===== config.mk =====
export PLATFORM = sky130hd
export DESIGN_NAME = toml_string_unescape_utf8
export DESIGN_NICKNAME = d
export VERILOG_FILES = /design/src/hw/rtl/tsu_pkg.sv /design/src/hw/rtl/tsu_front.sv /design/src/hw/rtl/tsu_queue.sv /design/src/hw/rtl/tsu_back.sv /design/src/hw/rtl/toml_string_unescape_utf8.sv
export SDC_FILE = /design/constraint.sdc
export NUM_CORES = 1
export LEC_CHECK = 0
export BUFFER_PORTS_ARGS = -buffer_cell sky130_fd_sc_hd__buf_2
export CORE_UTILIZATION = 41
export CTS_CLUSTER_DIAMETER = 100
export DETAILED_ROUTE_END_ITERATION = 16
export GPL_TIMING_DRIVEN = 0
export MAX_ROUTING_LAYER = met4
export PLACE_DENSITY = 0.65
export SLEW_MARGIN = 20
export SYNTH_ARGS = -nofsm -noshare
export SYNTH_HDL_FRONTEND = slang
export SYNTH_SLANG_ARGS = --single-unit

===== constraint.sdc =====
create_clock -name clk -period 6 [get_ports clk]
set_clock_uncertainty 0.2 [all_clocks]
set_input_delay 0.9 -clock clk [delete_from_list [all_inputs] [get_ports clk]]
set_output_delay 0.9 -clock clk [all_outputs]
set_load 0.02 [all_outputs]

===== src/hw/rtl/tsu_pkg.sv =====
// Shared types, constants and decode functions for the TOML string unescaper.
// Used by the front parser, the request queue, the result sequencer and the top level.
// No dependencies.
`timescale 1ns / 1ps

package tsu_pkg;

    // Characters the parser cares about
    localparam logic [7:0] CH_QUOTE = 8'h22;
    localparam logic [7:0] CH_APOS  = 8'h27;
    localparam logic [7:0] CH_BSL   = 8'h5c;

    // Code point limits
    localparam logic [31:0] CP_MAX  = 32'h0010_ffff;
    localparam logic [31:0] SURR_LO = 32'h0000_d800;
    localparam logic [31:0] SURR_HI = 32'h0000_dfff;
    localparam logic [20:0] CP_1B   = 21'h00_007f;
    localparam logic [20:0] CP_2B   = 21'h00_07ff;
    localparam logic [20:0] CP_3B   = 21'h00_ffff;

    // UTF-8 lead and continuation bytes
    localparam logic [7:0] UTF8_LEAD2 = 8'hc0;
    localparam logic [7:0] UTF8_LEAD3 = 8'he0;
    localparam logic [7:0] UTF8_LEAD4 = 8'hf0;
    localparam logic [7:0] UTF8_CONT  = 8'h80;
    localparam logic [7:0] UTF8_MASK  = 8'h3f;

    // Digits left for the short and long unicode escapes
    localparam logic [3:0] HEX_SHORT = 4'd4;
    localparam logic [3:0] HEX_LONG  = 4'd8;

    // Request queue geometry
    localparam int QUEUE_DEPTH = 4;
    localparam int QPTR_W      = $clog2(QUEUE_DEPTH);
    localparam int QCNT_W      = QPTR_W + 1;

    typedef enum logic [1:0] {
        MODE_IDLE = 2'd0,
        MODE_BODY = 2'd1,
        MODE_ESC  = 2'd2,
        MODE_HEX  = 2'd3
    } mode_t;

    typedef enum logic [1:0] {
        KIND_BYTE   = 2'd0,
        KIND_DONE   = 2'd1,
        KIND_REJECT = 2'd2
    } kind_t;

    typedef enum logic [2:0] {
        ERR_NONE      = 3'd0,
        ERR_NO_QUOTE  = 3'd1,
        ERR_BAD_ESC   = 3'd2,
        ERR_BAD_HEX   = 3'd3,
        ERR_BAD_CP    = 3'd4,
        ERR_UNTERM    = 3'd5
    } err_t;

    typedef enum logic [1:0] {
        ESC_SIMPLE = 2'd0,
        ESC_U4     = 2'd1,
        ESC_U8     = 2'd2,
        ESC_BAD    = 2'd3
    } esc_kind_t;

    // One request from the parser: a run of 1 to 4 bytes, a done or a reject
    typedef struct packed {
        kind_t            kind;
        logic [1:0]       last_idx;
        logic [3:0][7:0]  data;
        err_t             err;
        logic [15:0]      count;
    } req_t;

    // Queue status seen by the parser and the sequencer
    typedef struct packed {
        logic full;
        logic head_valid;
    } qstat_t;

    typedef struct packed {
        logic       ok;
        logic [3:0] val;
    } hex_t;

    typedef struct packed {
        esc_kind_t  kind;
        logic [7:0] chr;
    } esc_t;

    typedef struct packed {
        logic [1:0]      last_idx;
        logic [3:0][7:0] data;
    } utf8_t;

    // Decode one hex digit, either case
    function automatic hex_t hex_decode(input logic [7:0] c);
        hex_t r;
        r.ok  = 1'b1;
        r.val = 4'd0;
        if (c inside {[8'h30:8'h39]}) begin
            r.val = 4'(c - 8'h30);
        end
        else if (c inside {[8'h61:8'h66]}) begin
            r.val = 4'(c - 8'h57);
        end
        else if (c inside {[8'h41:8'h46]}) begin
            r.val = 4'(c - 8'h37);
        end
        else begin
            r.ok = 1'b0;
        end
        return r;
    endfunction

    // Map the character after a backslash
    function automatic esc_t esc_decode(input logic [7:0] c);
        esc_t r;
        r.kind = ESC_SIMPLE;
        r.chr  = 8'h00;
        case (c)
            8'h22:   r.chr = 8'h22;
            8'h5c:   r.chr = 8'h5c;
            8'h62:   r.chr = 8'h08;
            8'h74:   r.chr = 8'h09;
            8'h6e:   r.chr = 8'h0a;
            8'h66:   r.chr = 8'h0c;
            8'h72:   r.chr = 8'h0d;
            8'h75:   r.kind = ESC_U4;
            8'h55:   r.kind = ESC_U8;
            default: r.kind = ESC_BAD;
        endcase
        return r;
    endfunction

    // Encode a valid code point as 1 to 4 UTF-8 bytes, first byte in slot 0
    function automatic utf8_t utf8_encode(input logic [20:0] cp);
        utf8_t r;
        r.data = '0;
        if (cp <= CP_1B) begin
            r.last_idx = 2'd0;
            r.data[0]  = cp[7:0];
        end
        else if (cp <= CP_2B) begin
            r.last_idx = 2'd1;
            r.data[0]  = UTF8_LEAD2 | {3'b000, cp[10:6]};
            r.data[1]  = UTF8_CONT | ({2'b00, cp[5:0]} & UTF8_MASK);
        end
        else if (cp <= CP_3B) begin
            r.last_idx = 2'd2;
            r.data[0]  = UTF8_LEAD3 | {4'b0000, cp[15:12]};
            r.data[1]  = UTF8_CONT | ({2'b00, cp[11:6]} & UTF8_MASK);
            r.data[2]  = UTF8_CONT | ({2'b00, cp[5:0]} & UTF8_MASK);
        end
        else begin
            r.last_idx = 2'd3;
            r.data[0]  = UTF8_LEAD4 | {5'b00000, cp[20:18]};
            r.data[1]  = UTF8_CONT | ({2'b00, cp[17:12]} & UTF8_MASK);
            r.data[2]  = UTF8_CONT | ({2'b00, cp[11:6]} & UTF8_MASK);
            r.data[3]  = UTF8_CONT | ({2'b00, cp[5:0]} & UTF8_MASK);
        end
        return r;
    endfunction

endpackage


===== src/hw/rtl/tsu_front.sv =====
// Front parser: accepts raw bytes, tracks the string state and issues one request
// per byte that has results. Depends on tsu_pkg.
`timescale 1ns / 1ps

module tsu_front
    import tsu_pkg::*;
#(
    parameter int COUNT_WIDTH = 16
)
(
    input  logic       clk,
    input  logic       rst_n,
    input  logic       in_valid,
    input  logic [7:0] in_byte,
    input  logic       first_byte,
    input  logic       end_of_text,
    input  qstat_t     qstat,
    output logic       push,
    output req_t       req
);

    mode_t                  mode_reg, mode_next, mode_step;
    logic                   lit_reg, lit_next;
    logic [3:0]             left_reg, left_next;
    logic [31:0]            acc_reg, acc_next;
    logic [COUNT_WIDTH-1:0] count_reg, count_next;

    logic                   accept;
    logic                   req_valid;
    logic [7:0]             quote_char;
    logic [COUNT_WIDTH-1:0] count_inc;
    logic [31:0]            acc_shift;
    logic [3:0]             left_dec;
    logic                   cp_bad;
    logic                   is_quote;
    hex_t                   hex;
    esc_t                   esc;
    utf8_t                  enc;

    assign accept = in_valid && !qstat.full;
    assign push   = accept && req_valid;

    // Decode the incoming byte against the current state
    assign quote_char = lit_reg ? CH_APOS : CH_QUOTE;
    assign is_quote   = (in_byte == CH_QUOTE) || (in_byte == CH_APOS);
    assign count_inc  = (&count_reg) ? count_reg : count_reg + COUNT_WIDTH'(1);
    assign hex        = hex_decode(in_byte);
    assign esc        = esc_decode(in_byte);
    assign acc_shift  = {acc_reg[27:0], hex.val};
    assign left_dec   = (left_reg != 4'd0) ? left_reg - 4'd1 : 4'd0;
    assign enc        = utf8_encode(acc_shift[20:0]);

    always_comb
    begin
        cp_bad = (acc_shift > CP_MAX) || (acc_shift inside {[SURR_LO:SURR_HI]});
    end

    // Next state
    always_comb
    begin
        mode_step  = mode_reg;
        lit_next   = lit_reg;
        left_next  = left_reg;
        acc_next   = acc_reg;
        count_next = count_reg;
        if (first_byte) begin
            if (is_quote) begin
                mode_step  = MODE_BODY;
                lit_next   = (in_byte == CH_APOS);
                left_next  = 4'd0;
                acc_next   = '0;
                count_next = COUNT_WIDTH'(1);
            end
            else begin
                mode_step = MODE_IDLE;
            end
        end
        else begin
            case (mode_reg)
                MODE_BODY:
                begin
                    count_next = count_inc;
                    if (in_byte == quote_char) begin
                        mode_step = MODE_IDLE;
                    end
                    else if (!lit_reg && in_byte == CH_BSL) begin
                        mode_step = MODE_ESC;
                    end
                end
                MODE_ESC:
                begin
                    count_next = count_inc;
                    case (esc.kind)
                        ESC_U4:
                        begin
                            mode_step = MODE_HEX;
                            left_next = HEX_SHORT;
                            acc_next  = '0;
                        end
                        ESC_U8:
                        begin
                            mode_step = MODE_HEX;
                            left_next = HEX_LONG;
                            acc_next  = '0;
                        end
                        ESC_BAD:    mode_step = MODE_IDLE;
                        default:    mode_step = MODE_BODY;
                    endcase
                end
                MODE_HEX:
                begin
                    count_next = count_inc;
                    if (!hex.ok) begin
                        mode_step = MODE_IDLE;
                    end
                    else begin
                        acc_next  = acc_shift;
                        left_next = left_dec;
                        if (left_dec == 4'd0) begin
                            mode_step = cp_bad ? MODE_IDLE : MODE_BODY;
                        end
                    end
                end
                default: ;
            endcase
        end
        // Drop a string that is still open at the end of the text
        mode_next = (end_of_text && mode_step != MODE_IDLE) ? MODE_IDLE : mode_step;
    end

    // Request for this byte
    always_comb
    begin
        req_valid     = 1'b0;
        req.kind      = KIND_BYTE;
        req.last_idx  = 2'd0;
        req.data      = '0;
        req.err       = ERR_NONE;
        req.count     = 16'd0;
        if (first_byte) begin
            if (!is_quote) begin
                req_valid = 1'b1;
                req.kind  = KIND_REJECT;
                req.err   = ERR_NO_QUOTE;
            end
        end
        else begin
            case (mode_reg)
                MODE_BODY:
                begin
                    if (in_byte == quote_char) begin
                        req_valid = 1'b1;
                        req.kind  = KIND_DONE;
                        req.count = 16'(count_inc);
                    end
                    else if (lit_reg || in_byte != CH_BSL) begin
                        req_valid   = 1'b1;
                        req.data[0] = in_byte;
                    end
                end
                MODE_ESC:
                begin
                    if (esc.kind == ESC_SIMPLE) begin
                        req_valid   = 1'b1;
                        req.data[0] = esc.chr;
                    end
                    else if (esc.kind == ESC_BAD) begin
                        req_valid = 1'b1;
                        req.kind  = KIND_REJECT;
                        req.err   = ERR_BAD_ESC;
                    end
                end
                MODE_HEX:
                begin
                    if (!hex.ok) begin
                        req_valid = 1'b1;
                        req.kind  = KIND_REJECT;
                        req.err   = ERR_BAD_HEX;
                    end
                    else if (left_dec == 4'd0) begin
                        req_valid = 1'b1;
                        if (cp_bad) begin
                            req.kind = KIND_REJECT;
                            req.err  = ERR_BAD_CP;
                        end
                        else begin
                            req.last_idx = enc.last_idx;
                            req.data     = enc.data;
                        end
                    end
                end
                default: ;
            endcase
        end
        // An open string at the end of the text replaces everything with one reject
        if (end_of_text && mode_step != MODE_IDLE) begin
            req_valid    = 1'b1;
            req.kind     = KIND_REJECT;
            req.last_idx = 2'd0;
            req.data     = '0;
            req.err      = ERR_UNTERM;
            req.count    = 16'd0;
        end
    end

    // Advance the parse state on each accepted byte
    always_ff @(posedge clk or negedge rst_n)
    begin
        if (!rst_n) begin
            mode_reg  <= MODE_IDLE;
            lit_reg   <= 1'b0;
            left_reg  <= 4'd0;
            acc_reg   <= '0;
            count_reg <= '0;
        end
        else if (accept) begin
            mode_reg  <= mode_next;
            lit_reg   <= lit_next;
            left_reg  <= left_next;
            acc_reg   <= acc_next;
            count_reg <= count_next;
        end
    end

endmodule


===== src/hw/rtl/tsu_queue.sv =====
// Short request queue between the parser and the result sequencer.
// Depends on tsu_pkg.
`timescale 1ns / 1ps

module tsu_queue
    import tsu_pkg::*;
(
    input  logic   clk,
    input  logic   rst_n,
    input  logic   push,
    input  req_t   push_req,
    input  logic   pop,
    output qstat_t qstat,
    output req_t   head
);

    req_t              entry_reg [QUEUE_DEPTH];
    logic [QPTR_W-1:0] wr_ptr_reg, rd_ptr_reg;
    logic [QCNT_W-1:0] fill_reg, fill_next;

    assign qstat.full       = (fill_reg == QCNT_W'(QUEUE_DEPTH));
    assign qstat.head_valid = (fill_reg != '0);
    assign head             = entry_reg[rd_ptr_reg];

    always_comb
    begin
        fill_next = fill_reg;
        if (push && !pop) begin
            fill_next = fill_reg + QCNT_W'(1);
        end
        else if (pop && !push) begin
            fill_next = fill_reg - QCNT_W'(1);
        end
    end

    // Hold the request payloads
    always_ff @(posedge clk)
    begin
        if (push) begin
            entry_reg[wr_ptr_reg] <= push_req;
        end
    end

    // Advance pointers and fill level
    always_ff @(posedge clk or negedge rst_n)
    begin
        if (!rst_n) begin
            wr_ptr_reg <= '0;
            rd_ptr_reg <= '0;
            fill_reg   <= '0;
        end
        else begin
            if (push) begin
                wr_ptr_reg <= wr_ptr_reg + QPTR_W'(1);
            end
            if (pop) begin
                rd_ptr_reg <= rd_ptr_reg + QPTR_W'(1);
            end
            fill_reg <= fill_next;
        end
    end

endmodule


===== src/hw/rtl/tsu_back.sv =====
// Result sequencer: expands the request at the queue head into one result per
// cycle while not stalled, held in the output register. Depends on tsu_pkg.
`timescale 1ns / 1ps

module tsu_back
    import tsu_pkg::*;
(
    input  logic        clk,
    input  logic        rst_n,
    input  qstat_t      qstat,
    input  req_t        head,
    output logic        pop,
    input  logic        out_stall,
    output logic        out_valid,
    output logic [1:0]  out_kind,
    output logic [7:0]  out_byte,
    output logic [2:0]  reject_code,
    output logic [15:0] consumed_count,
    output logic        last_of_run
);

    logic        valid_reg, valid_next;
    logic [1:0]  idx_reg, idx_next;
    kind_t       kind_reg;
    logic [7:0]  byte_reg;
    err_t        err_reg;
    logic [15:0] count_reg;
    logic        last_reg;

    logic        load;
    logic        head_last;

    assign load      = qstat.head_valid && (!valid_reg || !out_stall);
    assign head_last = (head.kind != KIND_BYTE) || (idx_reg == head.last_idx);
    assign pop       = load && head_last;

    always_comb
    begin
        valid_next = valid_reg && out_stall;
        idx_next   = idx_reg;
        if (load) begin
            valid_next = 1'b1;
            idx_next   = head_last ? 2'd0 : idx_reg + 2'd1;
        end
    end

    // Load the next result when the output register is free
    always_ff @(posedge clk)
    begin
        if (load) begin
            kind_reg  <= head.kind;
            byte_reg  <= (head.kind == KIND_BYTE) ? head.data[idx_reg] : 8'h00;
            err_reg   <= head.err;
            count_reg <= head.count;
            last_reg  <= head_last;
        end
    end

    always_ff @(posedge clk or negedge rst_n)
    begin
        if (!rst_n) begin
            valid_reg <= 1'b0;
            idx_reg   <= 2'd0;
        end
        else begin
            valid_reg <= valid_next;
            idx_reg   <= idx_next;
        end
    end

    assign out_valid      = valid_reg;
    assign out_kind       = kind_reg;
    assign out_byte       = byte_reg;
    assign reject_code    = err_reg;
    assign consumed_count = count_reg;
    assign last_of_run    = last_reg;

endmodule


===== src/hw/rtl/toml_string_unescape_utf8.sv =====
// TOML quoted-string unescaper with UTF-8 output.
// Input channel: one raw text byte per request (in_byte, first_byte, end_of_text) on
// in_valid / in_stall. Mark the opening quote with first_byte and the last byte of
// the available text with end_of_text.
// Output channel: one result per request on out_valid / out_stall: a decoded byte,
// a done with consumed_count, or a reject with reject_code. last_of_run marks the
// final result of an input byte. Discard decoded bytes of a string that ends in
// a reject.
// Each accepted byte's request is registered in the queue, then in the output register.
// Throughput: one input byte per cycle for plain text while in_stall is low; a
// unicode escape expands into up to four results, one per cycle from the output
// register while out_stall is low. The parser keeps taking bytes while the
// four-entry request queue has room; once it is full, in_stall rises.
// Reset clears the parse state, the queue and the output valid flag; in_stall is low
// during reset and a byte can be taken once reset is released. When the
// receiver stalls, the output holds its result and the queue absorbs up to four
// more requests before in_stall rises.
// Depends on tsu_pkg, tsu_front, tsu_queue and tsu_back.
`timescale 1ns / 1ps

module toml_string_unescape_utf8
    import tsu_pkg::*;
#(
    parameter int COUNT_WIDTH = 16
)
(
    input  logic        clk,
    input  logic        rst_n,
    input  logic        in_valid,
    output logic        in_stall,
    input  logic [7:0]  in_byte,
    input  logic        first_byte,
    input  logic        end_of_text,
    output logic        out_valid,
    input  logic        out_stall,
    output logic [1:0]  out_kind,
    output logic [7:0]  out_byte,
    output logic [2:0]  reject_code,
    output logic [15:0] consumed_count,
    output logic        last_of_run
);

    qstat_t qstat;
    logic   push;
    logic   pop;
    req_t   push_req;
    req_t   head;

    assign in_stall = qstat.full;

    tsu_front #(
        .COUNT_WIDTH (COUNT_WIDTH)
    ) u_front (
        .clk         (clk),
        .rst_n       (rst_n),
        .in_valid    (in_valid),
        .in_byte     (in_byte),
        .first_byte  (first_byte),
        .end_of_text (end_of_text),
        .qstat       (qstat),
        .push        (push),
        .req         (push_req)
    );

    tsu_queue u_queue (
        .clk      (clk),
        .rst_n    (rst_n),
        .push     (push),
        .push_req (push_req),
        .pop      (pop),
        .qstat    (qstat),
        .head     (head)
    );

    tsu_back u_back (
        .clk            (clk),
        .rst_n          (rst_n),
        .qstat          (qstat),
        .head           (head),
        .pop            (pop),
        .out_stall      (out_stall),
        .out_valid      (out_valid),
        .out_kind       (out_kind),
        .out_byte       (out_byte),
        .reject_code    (reject_code),
        .consumed_count (consumed_count),
        .last_of_run    (last_of_run)
    );

    // A done or a reject always closes the run of its input byte
    assert property (@(posedge clk) disable iff (!rst_n)
        out_valid && (out_kind != KIND_BYTE) |-> last_of_run)
    else $error("done or reject result without last_of_run");

    // Error code is set exactly on rejects
    assert property (@(posedge clk) disable iff (!rst_n)
        out_valid |-> ((out_kind == KIND_REJECT) == (reject_code != ERR_NONE)))
    else $error("error code does not match result kind");

    // The queue never takes a request while full
    assert property (@(posedge clk) disable iff (!rst_n)
        !(push && qstat.full))
    else $error("request pushed into a full queue");

    // Nothing is popped from an empty queue
    assert property (@(posedge clk) disable iff (!rst_n)
        pop |-> qstat.head_valid)
    else $error("request popped from an empty queue");

endmodule


==> results of run 1 <==
[cell families (layout without fill, tap and decap cells)]
| kind of cell | count (synthesis) | in the layout | synth area share |
|---|---|---|---|
| AO/OA/AOI/OAI | 166 | 166 | 0.0840 |
| XOR/XNOR | 20 | 20 | 0.0134 |
| adder cells (fa/ha/maj) | 16 | 16 | 0.0159 |
| buffers and inverters | 64 | 167 | 0.0217 |
| flip-flops | 295 | 295 | 0.654 |
| multiplexers | 64 | 64 | 0.105 |
| other | 0 | 6 | 0 |
| AND/OR/NAND/NOR | 278 | 278 | 0.106 |
[layer usage]
| metal | GRT usage | share of wire |
|---|---|---|
| met4 | 0.0468 | 0.021 |
| met1 | 0.249 | 0.45 |
| met2 | 0.267 | 0.46 |
| met5 | - | 0 |
| met3 | 0.0287 | 0.062 |
[stage by stage]
stage / total power, mW / cell area [sq um]
6_report: 5.70 / 14900
3_5_place_dp: 3.93 / 13900
5_1_grt: 5.96 / 14900
2_1_floorplan: 3.51 / 13100
3_3_place_gp: 3.89 / 13800
4_1_cts: 5.78 / 14900
[worst max path at each step]
| stage | to | slack, ns | depth (start not counted) |
|---|---|---|---|
| 2_1_floorplan | u_queue.fill_reg[1] | 1.55 | 17 |
| 3_3_place_gp | u_queue.entry_reg[1][19] | 0.67 | 14 |
| 3_5_place_dp | u_queue.fill_reg[1] | 0.81 | 18 |
| 4_1_cts | u_queue.fill_reg[1] | 1.38 | 18 |
| 5_1_grt | u_queue.fill_reg[1] | 1.0 | 18 |
| 6_report | u_queue.fill_reg[1] | 1.28 | 18 |
[synth_stat cells (4+ instances only)]
| library cell | n | area (sq um) |
|---|---|---|
| buf_1 | 5 | 18.8 |
| a21o_1 | 9 | 67.6 |
| o21ai_0 | 60 | 300 |
| clkbuf_1 | 34 | 128 |
| and2_2 | 5 | 37.5 |
| and2_1 | 4 | 25.0 |
| xor2_1 | 10 | 87.6 |
| mux4_2 | 58 | 1310 |
| o31ai_1 | 14 | 105 |
| a21oi_1 | 37 | 185 |
| nor4_1 | 6 | 37.5 |
| nor3b_1 | 6 | 45.0 |
| nand2_1 | 103 | 387 |
| inv_1 | 17 | 63.8 |
| and3_1 | 4 | 25.0 |
| nand3_1 | 18 | 90.1 |
| nor3_1 | 14 | 70.1 |
| xnor2_1 | 10 | 87.6 |
| nand4_1 | 7 | 43.8 |
| a31oi_1 | 5 | 31.3 |
| nor2b_1 | 12 | 75.1 |
| dfrtp_1 | 61 | 1530 |
| a22oi_1 | 6 | 45.0 |
| ha_1 | 15 | 188 |
| nor2_1 | 67 | 251 |
| mux2_2 | 5 | 56.3 |
| nand2b_1 | 5 | 31.3 |
| edfxtp_1 | 234 | 7030 |
[tightest hold or removal path, delay by kind of cell, from the launching register on]
kind,cells,cell delay [ns]
AOI/OAI and AO/OA,1,0.06
DFF,1,0.34
and+or+nand+nor,1,0.05
[where the power goes]
group	switching [mW]	internal [mW]	total [mW]	leakage (nW)
Clock	0.745	1.11	1.85	0.481
Combinational	0.733	0.560	1.29	1.67
Sequential	0.0685	2.49	2.56	3.13
Total	1.55	4.16	5.70	5.28
[timing repair]
item,CTS,global route
hold endpoints to repair,8,0
hold buffers,1,0
setup buffers,0,0
[cell type report]
class,instances,area share
Inverter,17,0.00427
Sequential cell,295,0.572
Antenna cell,6,0.00100
Timing Repair Buffer,50,0.0248
Clock buffer,36,0.0532
Tap cell,402,0.0337
Buffer,47,0.0147
Clock inverter,17,0.0121
Multi-Input combinational cell,544,0.284
==> results.yml, run 1 <==
yosys:
  async_flop_share: 0.207
  yosysSeqAreaShare: 0.654
  ys_ff_latch: 295
  syn_nets: 933
  syn_inst: 903
  synth-edff-count: 234
  ys.flop_type: "edfxtp_1"
  avgSynthCellArea_sq_um: 14.5
  syn-cell-area_sq_um: 13100
  synth_cell_types: 78
  yosys_warnings: 0
layout:
  fin_cells: 1414
  area_delta_synth_final_pct: 14.3
  multi_input_area_sq_um: 4240
  mostFrequentLayoutCells: "edfxtp_1, nand2_1, nor2_1"
  nFillCells: 2677
  final_common_cell: "edfxtp_1"
  drive_gt1_frac: 0.188
  final_util: 0.475
  largest_register_ffs: 204
  seq_area_sq_um: 8550
  nets: 1015
route:
  avgViaCountPerCell: 5.56
  dr.first_iter.drc_count: 705
  firstDrtPassIters: 5
  drc: 0
  vias: 7868
  routedWlPerCell_um: 19.3
  ant_nets: 0
  wirelength_mm: 27.3
outcome:
  run_status: "completed"
hold_path:
  holdPathEnd: "u_front.acc_reg[25]"
  hold_path.class: "register to register"
  holdPathStages: 2
  hp-start: "u_front.acc_reg[25]"
placement:
  post-dp-hpwl_mm: 18.0
  pre_cts_slack_ns: 0.815
  placed_cells: 1354
  portBuffers: 44
  place_congestion: 0.886
floorplanning:
  core_sq_um: 31500
  fp.dieW_um: 181
  ios: 46
  row_count: 65
  die_h_um: 181
  start_util: 0.415
  die_area_sq_um: 32600
grt:
  grt_first_pass_wirelength_mm: 44.0
  grt_pass1_vias: 7788
  grt_max_degree: 54
  track_usage: 0.177
  antenna_found_initial: 6
  grt_remaining_overflow: 0
setup_path:
  cp_top_family: "compound AO/OA/AOI/OAI gates"
  critPathBufInv: 5
  crit_path_end_kind: "register"
  reg2reg_depth: 13
  reg2reg_to: "u_queue.fill_reg[2]"
  path_cells: "buf_2, clkbuf_1, buf_1, nor2_1, a21oi_1, o21ai_0, nor2_1, a31oi_1, inv_1, ha_1, nor2b_1, o311a_2, a211oi_4, a41oi_4, ha_1, inv_1, fa_1, mux2_2"
  cp_slowest_cell: "a211oi_4"
  worstSetupStartpoint: "in_byte[2]"
  r2r_slack_ns: 1.98
  reg2reg_from: "u_queue.rd_ptr_reg[0]"
  worstSetupStartpointType: "input pin"
  crit_path_max_incr_delay_ns: 0.48
  critPathMaxFanout: 10
  arrival_ns: 4.95
  path_class: "input pin to register"
  required_ns: 6.23
sta:
  grt_setup_unrepaired: "no"
  slew_violations: 0
  setup_viol: 0
  worstMarginPinSlew_ns: 1.01
  layout_setup_ws_ns: 1.28
  period_needed_ns: 4.72
  period_share: 0.787
  max_freq_mhz: 212
  hold_violations: 0
  worst_slew_margin_rel: 0.327
  fin_tns_setup_ns: 0
  fin_hold_ws_ns: 0.287
clock_tree:
  numCtsBuffers: 30
  cts_tree: "done"
  insertion_delay_ns: 0.54
  root_buffer: "clkbuf_16"
  clkSinkCount: 295
  clockBufferDepth: 3
  ctsResizeCount: 0
  h-tree-depth: 1
  clk_pin_slew_worst_paths_ns: 0.06
power_and_ir_drop:
  p_per_area_nw_per_um2: 382
  p_leak_nw: 5.28
  peakVddDrop_mv: 0.216
job:
  maxCapViolations: 0
Note: power is estimated with default switching activity, not from simulation.
==> run 2: changes to the inputs <==
==> constraint.sdc (replaced) <==
create_clock -name clk -period 4.5 [get_ports clk]
set_clock_uncertainty 0.2 [all_clocks]
set_input_delay 0.675 -clock clk [delete_from_list [all_inputs] [get_ports clk]]
set_output_delay 0.675 -clock clk [all_outputs]
set_load 0.02 [all_outputs]
==> results.yml, run 2 (synthesized netlist as in run 1, its figures left out) <==
outcome:
  run_status: "completed"
setup_path:
  path_class: "input pin to register"
  required_ns: 4.73
  crit_path_end_kind: "register"
  worstSetupStartpointType: "input pin"
  r2r_slack_ns: 0.46
  arrival_ns: 4.32
  critPathMaxFanout: 9
grt:
  grt_max_degree: 54
  grt_remaining_overflow: 0
  track_usage: 0.177
  grt_pass1_vias: 7788
  antenna_found_initial: 6
  grt_first_pass_wirelength_mm: 44.0
floorplanning:
  core_sq_um: 31500
  row_count: 65
  die_area_sq_um: 32600
  fp.dieW_um: 181
  start_util: 0.415
  die_h_um: 181
  ios: 46
sta:
  period_needed_ns: 4.09
  slew_violations: 0
  setup_viol: 0
  fin_tns_setup_ns: 0
  grt_setup_unrepaired: "no"
  worstMarginPinSlew_ns: 0.985
  hold_violations: 0
  worst_slew_margin_rel: 0.333
  period_share: 0.909
  max_freq_mhz: 245
power_and_ir_drop:
  p_per_area_nw_per_um2: 508
  power.total_mw: 7.60
  peakVddDrop_mv: 0.288
  p_leak_nw: 5.29
clock_tree:
  h-tree-depth: 1
  cts_tree: "done"
  clkSinkCount: 295
  clk_pin_slew_worst_paths_ns: 0.06
  clockBufferDepth: 3
  root_buffer: "clkbuf_16"
  insertion_delay_ns: 0.54
  numCtsBuffers: 30
route:
  routedWlPerCell_um: 19.4
  vias: 7939
  avgViaCountPerCell: 5.61
  wl_met3_mm: 1.76
  wirelength_mm: 27.5
  drc: 0
  drt-met1-wl_mm: 12.4
  firstDrtPassIters: 5
  dr.first_iter.drc_count: 685
  met2_length_mm: 12.7
  highest_layer: "met4"
  ant_nets: 0
layout:
  nets: 1017
  fin_cells: 1416
  mostFrequentLayoutCells: "edfxtp_1, nand2_1, nor2_1"
  largest_register_ffs: 204
  final_common_cell: "edfxtp_1"
  area_delta_synth_final_pct: 14.4
  design_area_sq_um: 15000
  drive_gt1_frac: 0.190
placement:
  place_congestion: 0.886
  placed_cells: 1354
  placed_area_sq_um: 13900
  portBuffers: 44
  post-dp-hpwl_mm: 18.0
job:
  maxCapViolations: 0
hold_path:
  hold_path.class: "input pin to register"
==> run 2: changes by cell type in the layout (fill, tap and decap cells not counted) <==
cell / before / now
buf_4: 2 / 4
buf_1: 5 / 4
clkbuf_2: 0 / 1
==> run 2: what timing repair did <==
| action | CTS | global route |
|---|---|---|
| resized for setup | 0 | 1 |
| setup endpoints to repair | 0 | 6 |
| hold endpoints to repair | 8 | 0 |
| hold buffers | 1 | 0 |
| buffers inserted | 0 | 2 |
==> run 2: per-layer routing <==
layer / vias to the layer above / GRT usage
met5: - / -
met3: 40 / 0.0287
met4: 0 / 0.0468
met2: 258 / 0.267
met1: 3983 / 0.249
li1: 3658 / -
==> run 2: where the power goes <==
| group | internal, mW | switching [mW] |
|---|---|---|
| Combinational | 0.746 | 0.978 |
| Sequential | 3.32 | 0.0923 |
| Clock | 1.47 | 0.993 |
==> run 2: layout make-up <==
type / count / area [sq um]
clock inverter: 17 / 181
clock buffer: 36 / 795
timing repair buffer: 52 / 385
tap: 402 / 503
sequential: 295 / 8550
inverter: 17 / 63.8
buffer: 47 / 221
multi-input combinational: 544 / 4240
fill: 2677 / 16500
antenna: 6 / 15.0
==> run 2: final timing paths <==
check,cells after the start,end,from
worst max-delay path,15,u_queue.fill_reg[1],in_byte[1]
worst min-delay path,3,u_back.out_valid,out_stall
min in group asynchronous,2,u_front.count_reg[15],rst_n
worst min register to register,2,u_front.acc_reg[25],u_front.acc_reg[25]
worst max register to register,13,u_queue.fill_reg[2],u_queue.rd_ptr_reg[0]
max in group asynchronous,3,u_front.acc_reg[0],rst_n
==> run 2: through the flow <==
step           utilization  setup WS [ns]  hold slack (ns)
2_1_floorplan            -          0.270            0.179
3_3_place_gp         0.438         -0.605            0.268
3_5_place_dp         0.443         -0.460            0.283
4_1_cts              0.474          0.102            0.165
5_1_grt              0.475          0.124            0.186
6_report             0.475          0.411            0.188
==> run 2: worst max-delay path, stage by stage <==
cell and delay (ns):
buf_2 0.10, clkbuf_1 0.31, inv_1 0.12, ha_1 0.25, or4b_2 0.65, nand4_1 0.13, o211a_1 0.16, buf_4 0.17
o2bb2ai_1 0.14, a211oi_4 0.34, a41oi_4 0.22, ha_1 0.29, inv_1 0.07, fa_1 0.41, mux2_2 0.27
==> run 3: changes to the inputs <==
--- a/config.mk
+++ b/config.mk
@@ -5,6 +5,7 @@
 export SDC_FILE = /design/constraint.sdc
 export NUM_CORES = 1
 export LEC_CHECK = 0
+export ABC_AREA = 1
 export BUFFER_PORTS_ARGS = -buffer_cell sky130_fd_sc_hd__buf_2
 export CORE_UTILIZATION = 41
 export CTS_CLUSTER_DIAMETER = 100
==> results.yml, run 3 <==
outcome:
  run_status: "completed"
route:
  avgViaCountPerCell: 5.47
  dr.first_iter.drc_count: 1108
  routedWlPerCell_um: 18.5
  wl_met3_mm: 2.14
  firstDrtPassIters: 5
  drt-met1-wl_mm: 14.4
  ant_nets: 0
  met2_length_mm: 14.6
  highest_layer: "met4"
  vias: 9394
  wirelength_mm: 31.8
  drc: 0
grt:
  track_usage: 0.202
  grt_max_degree: 35
  grt_pass1_vias: 9166
  grt_first_pass_wirelength_mm: 50.2
  antenna_found_initial: 0
  grt_remaining_overflow: 0
power_and_ir_drop:
  p_per_area_nw_per_um2: 591
  peakVddDrop_mv: 0.366
  power.total_mw: 8.95
  p_leak_nw: 5.66
yosys:
  yosysSeqAreaShare: 0.654
  synth.mux.area_fraction: 0
  syn-cell-area_sq_um: 13100
  synth-simple-area-share: 0.139
  async_flop_share: 0.207
  syn_nets: 1233
  netlist_top_cells_area: "edfxtp_1, dfrtp_1, o21ai_0, nor2_1, nand2_1"
  yosysTopAreaCellShare: 0.538
  ys.flop_type: "edfxtp_1"
  synth_most_common_cell: "edfxtp_1"
  synth-adder-area-share: 0.0159
  synth_compound_area_frac: 0.129
  synthTopCellsByCount: "edfxtp_1, nor2_1, o21ai_0"
  synth_cell_types: 46
  ys_ff_latch: 295
  yosys_warnings: 0
  yosysTopAreaCell: "edfxtp_1"
  avgSynthCellArea_sq_um: 10.9
  synth-edff-count: 234
  synth_top_family_by_area: "simple AND/OR/NAND/NOR gates"
  syn_inst: 1203
  synth_xor_area_frac: 0.0114
job:
  maxCapViolations: 0
sta:
  period_needed_ns: 3.97
  grt_setup_unrepaired: "no"
  setup_viol: 0
  hold_violations: 0
  worst_slew_margin_rel: 0.248
  fin_tns_setup_ns: 0
  layout_setup_ws_ns: 0.530
  period_share: 0.882
  slew_violations: 0
  fin_hold_ws_ns: 0.160
  max_freq_mhz: 252
  worstMarginPinSlew_ns: 1.12
setup_path:
  cpMostUsedCell: "nand2_1"
  path_cells: "buf_2, inv_1, ha_1, inv_1, nor3_1, nor4_1, nand3_1, nand2_1, ha_1, o21ai_0, nor2_1, nand2_1, nand2_1, nand2_2, nand2_4, nand2_1, nand2_2, nor2_4, buf_12, buf_16"
  cp_slowest_cell: "nor2_4"
  r2r_slack_ns: 0.96
  crit_path_end_kind: "register"
  path_class: "input pin to register"
  arrival_ns: 4.02
  crit_path_max_incr_delay_ns: 0.49
  required_ns: 4.55
  critPathMaxFanout: 19
  worstSetupStartpointType: "input pin"
clock_tree:
  root_buffer: "clkbuf_16"
  numCtsBuffers: 30
  cts_tree: "done"
  clk_pin_slew_worst_paths_ns: 0.06
  clkSinkCount: 295
  postCtsSetupRepairBufs: 0
  clockBufferDepth: 3
  h-tree-depth: 1
  insertion_delay_ns: 0.54
layout:
  mostFrequentLayoutCells: "edfxtp_1, nor2_1, o21ai_0"
  nFillCells: 2768
  largest_register_ffs: 204
  area_delta_synth_final_pct: 15.9
  nets: 1320
  drive_gt1_frac: 0.111
  n_antenna_cell: 0
  final_common_cell: "edfxtp_1"
floorplanning:
  start_util: 0.415
  die_h_um: 181
  ios: 46
  die_area_sq_um: 32600
  fp.dieW_um: 181
  row_count: 65
  core_sq_um: 31500
placement:
  post-dp-hpwl_mm: 22.0
  place_congestion: 0.869
  portBuffers: 44
  pre_cts_slack_ns: -0.0435
hold_path:
  hold_path.class: "input pin to register"
[run 3: changes by cell type after synthesis, moves of 7 or more]
cell / previous run / this run
o221ai_1: 0 / 10
nand2_1: 103 / 124
xnor2_1: 10 / 3
a21oi_1: 37 / 30
a21o_1: 9 / 0
nor2_1: 67 / 190
mux4_2: 58 / 0
inv_1: 17 / 102
inv_2: 0 / 7
o21ai_0: 60 / 153
nor2b_1: 12 / 0
nand3_1: 18 / 53
o22ai_1: 1 / 60
[run 3: path summary, 6_finish.rpt]
kind | startpoint | end | cells past startpoint
setup / recovery | in_byte[0] | u_queue.entry_reg[1][30] | 20
hold / removal | out_stall | u_back.out_valid | 3
setup reg to reg | u_queue.fill_reg[0] | u_queue.fill_reg[2] | 11
hold reg to reg | u_front.acc_reg[26] | u_front.acc_reg[26] | 2
max in group asynchronous | rst_n | u_front.count_reg[15] | 3
min in group asynchronous | rst_n | u_front.acc_reg[26] | 2
[run 3: timing repair]
| item | CTS | global route |
|---|---|---|
| hold endpoints to repair | 27 | 0 |
| hold buffers | 1 | 0 |
| resized for setup | 0 | 0 |
[run 3: critical path, delay by kind of cell]
| family | cells | cell delay [ns] |
|---|---|---|
| fa+ha+maj | 2 | 0.51 |
| compound gates | 1 | 0.16 |
| buf+inv | 5 | 0.85 |
| simple gates | 12 | 1.78 |
[run 3: routing by layer]
metal | GRT usage | up-vias
met5 | - | -
met4 | 0.0513 | 0
met3 | 0.0281 | 45
met2 | 0.316 | 332
met1 | 0.279 | 4566
li1 | - | 4451
[run 3: layout make-up]
cell class,count,area (sq um),area share
Sequential cell,295,8550,0.565
Multi-Input combinational cell,749,3900,0.257
Clock buffer,36,795,0.0525
Tap cell,402,503,0.0332
Timing Repair Buffer,55,478,0.0316
Inverter,111,422,0.0278
Clock inverter,20,273,0.0180
Buffer,48,225,0.0149
[run 3: kinds of logic after synthesis]
logic type	count (synthesis)
buf+inv	159
simple gates	419
xor+xnor	17
flops	295
compound gates	297
fa+ha+maj	16
[run 3: power breakdown]
part	total, mW	internal (mW)	switching (mW)	leakage, nW
Sequential	3.66	3.49	0.171	3.01
Clock	2.66	1.65	1.00	0.518
Combinational	2.64	0.775	1.86	2.14
[run 3: stage by stage]
stage           util  cells  cell area [sq um]
5_1_grt        0.481   1716              15100
3_5_place_dp   0.447   1659              14100
2_1_floorplan      -   1203              13100
3_3_place_gp   0.438   1649              13800
4_1_cts        0.481   1716              15100
6_report       0.481   1716              15100
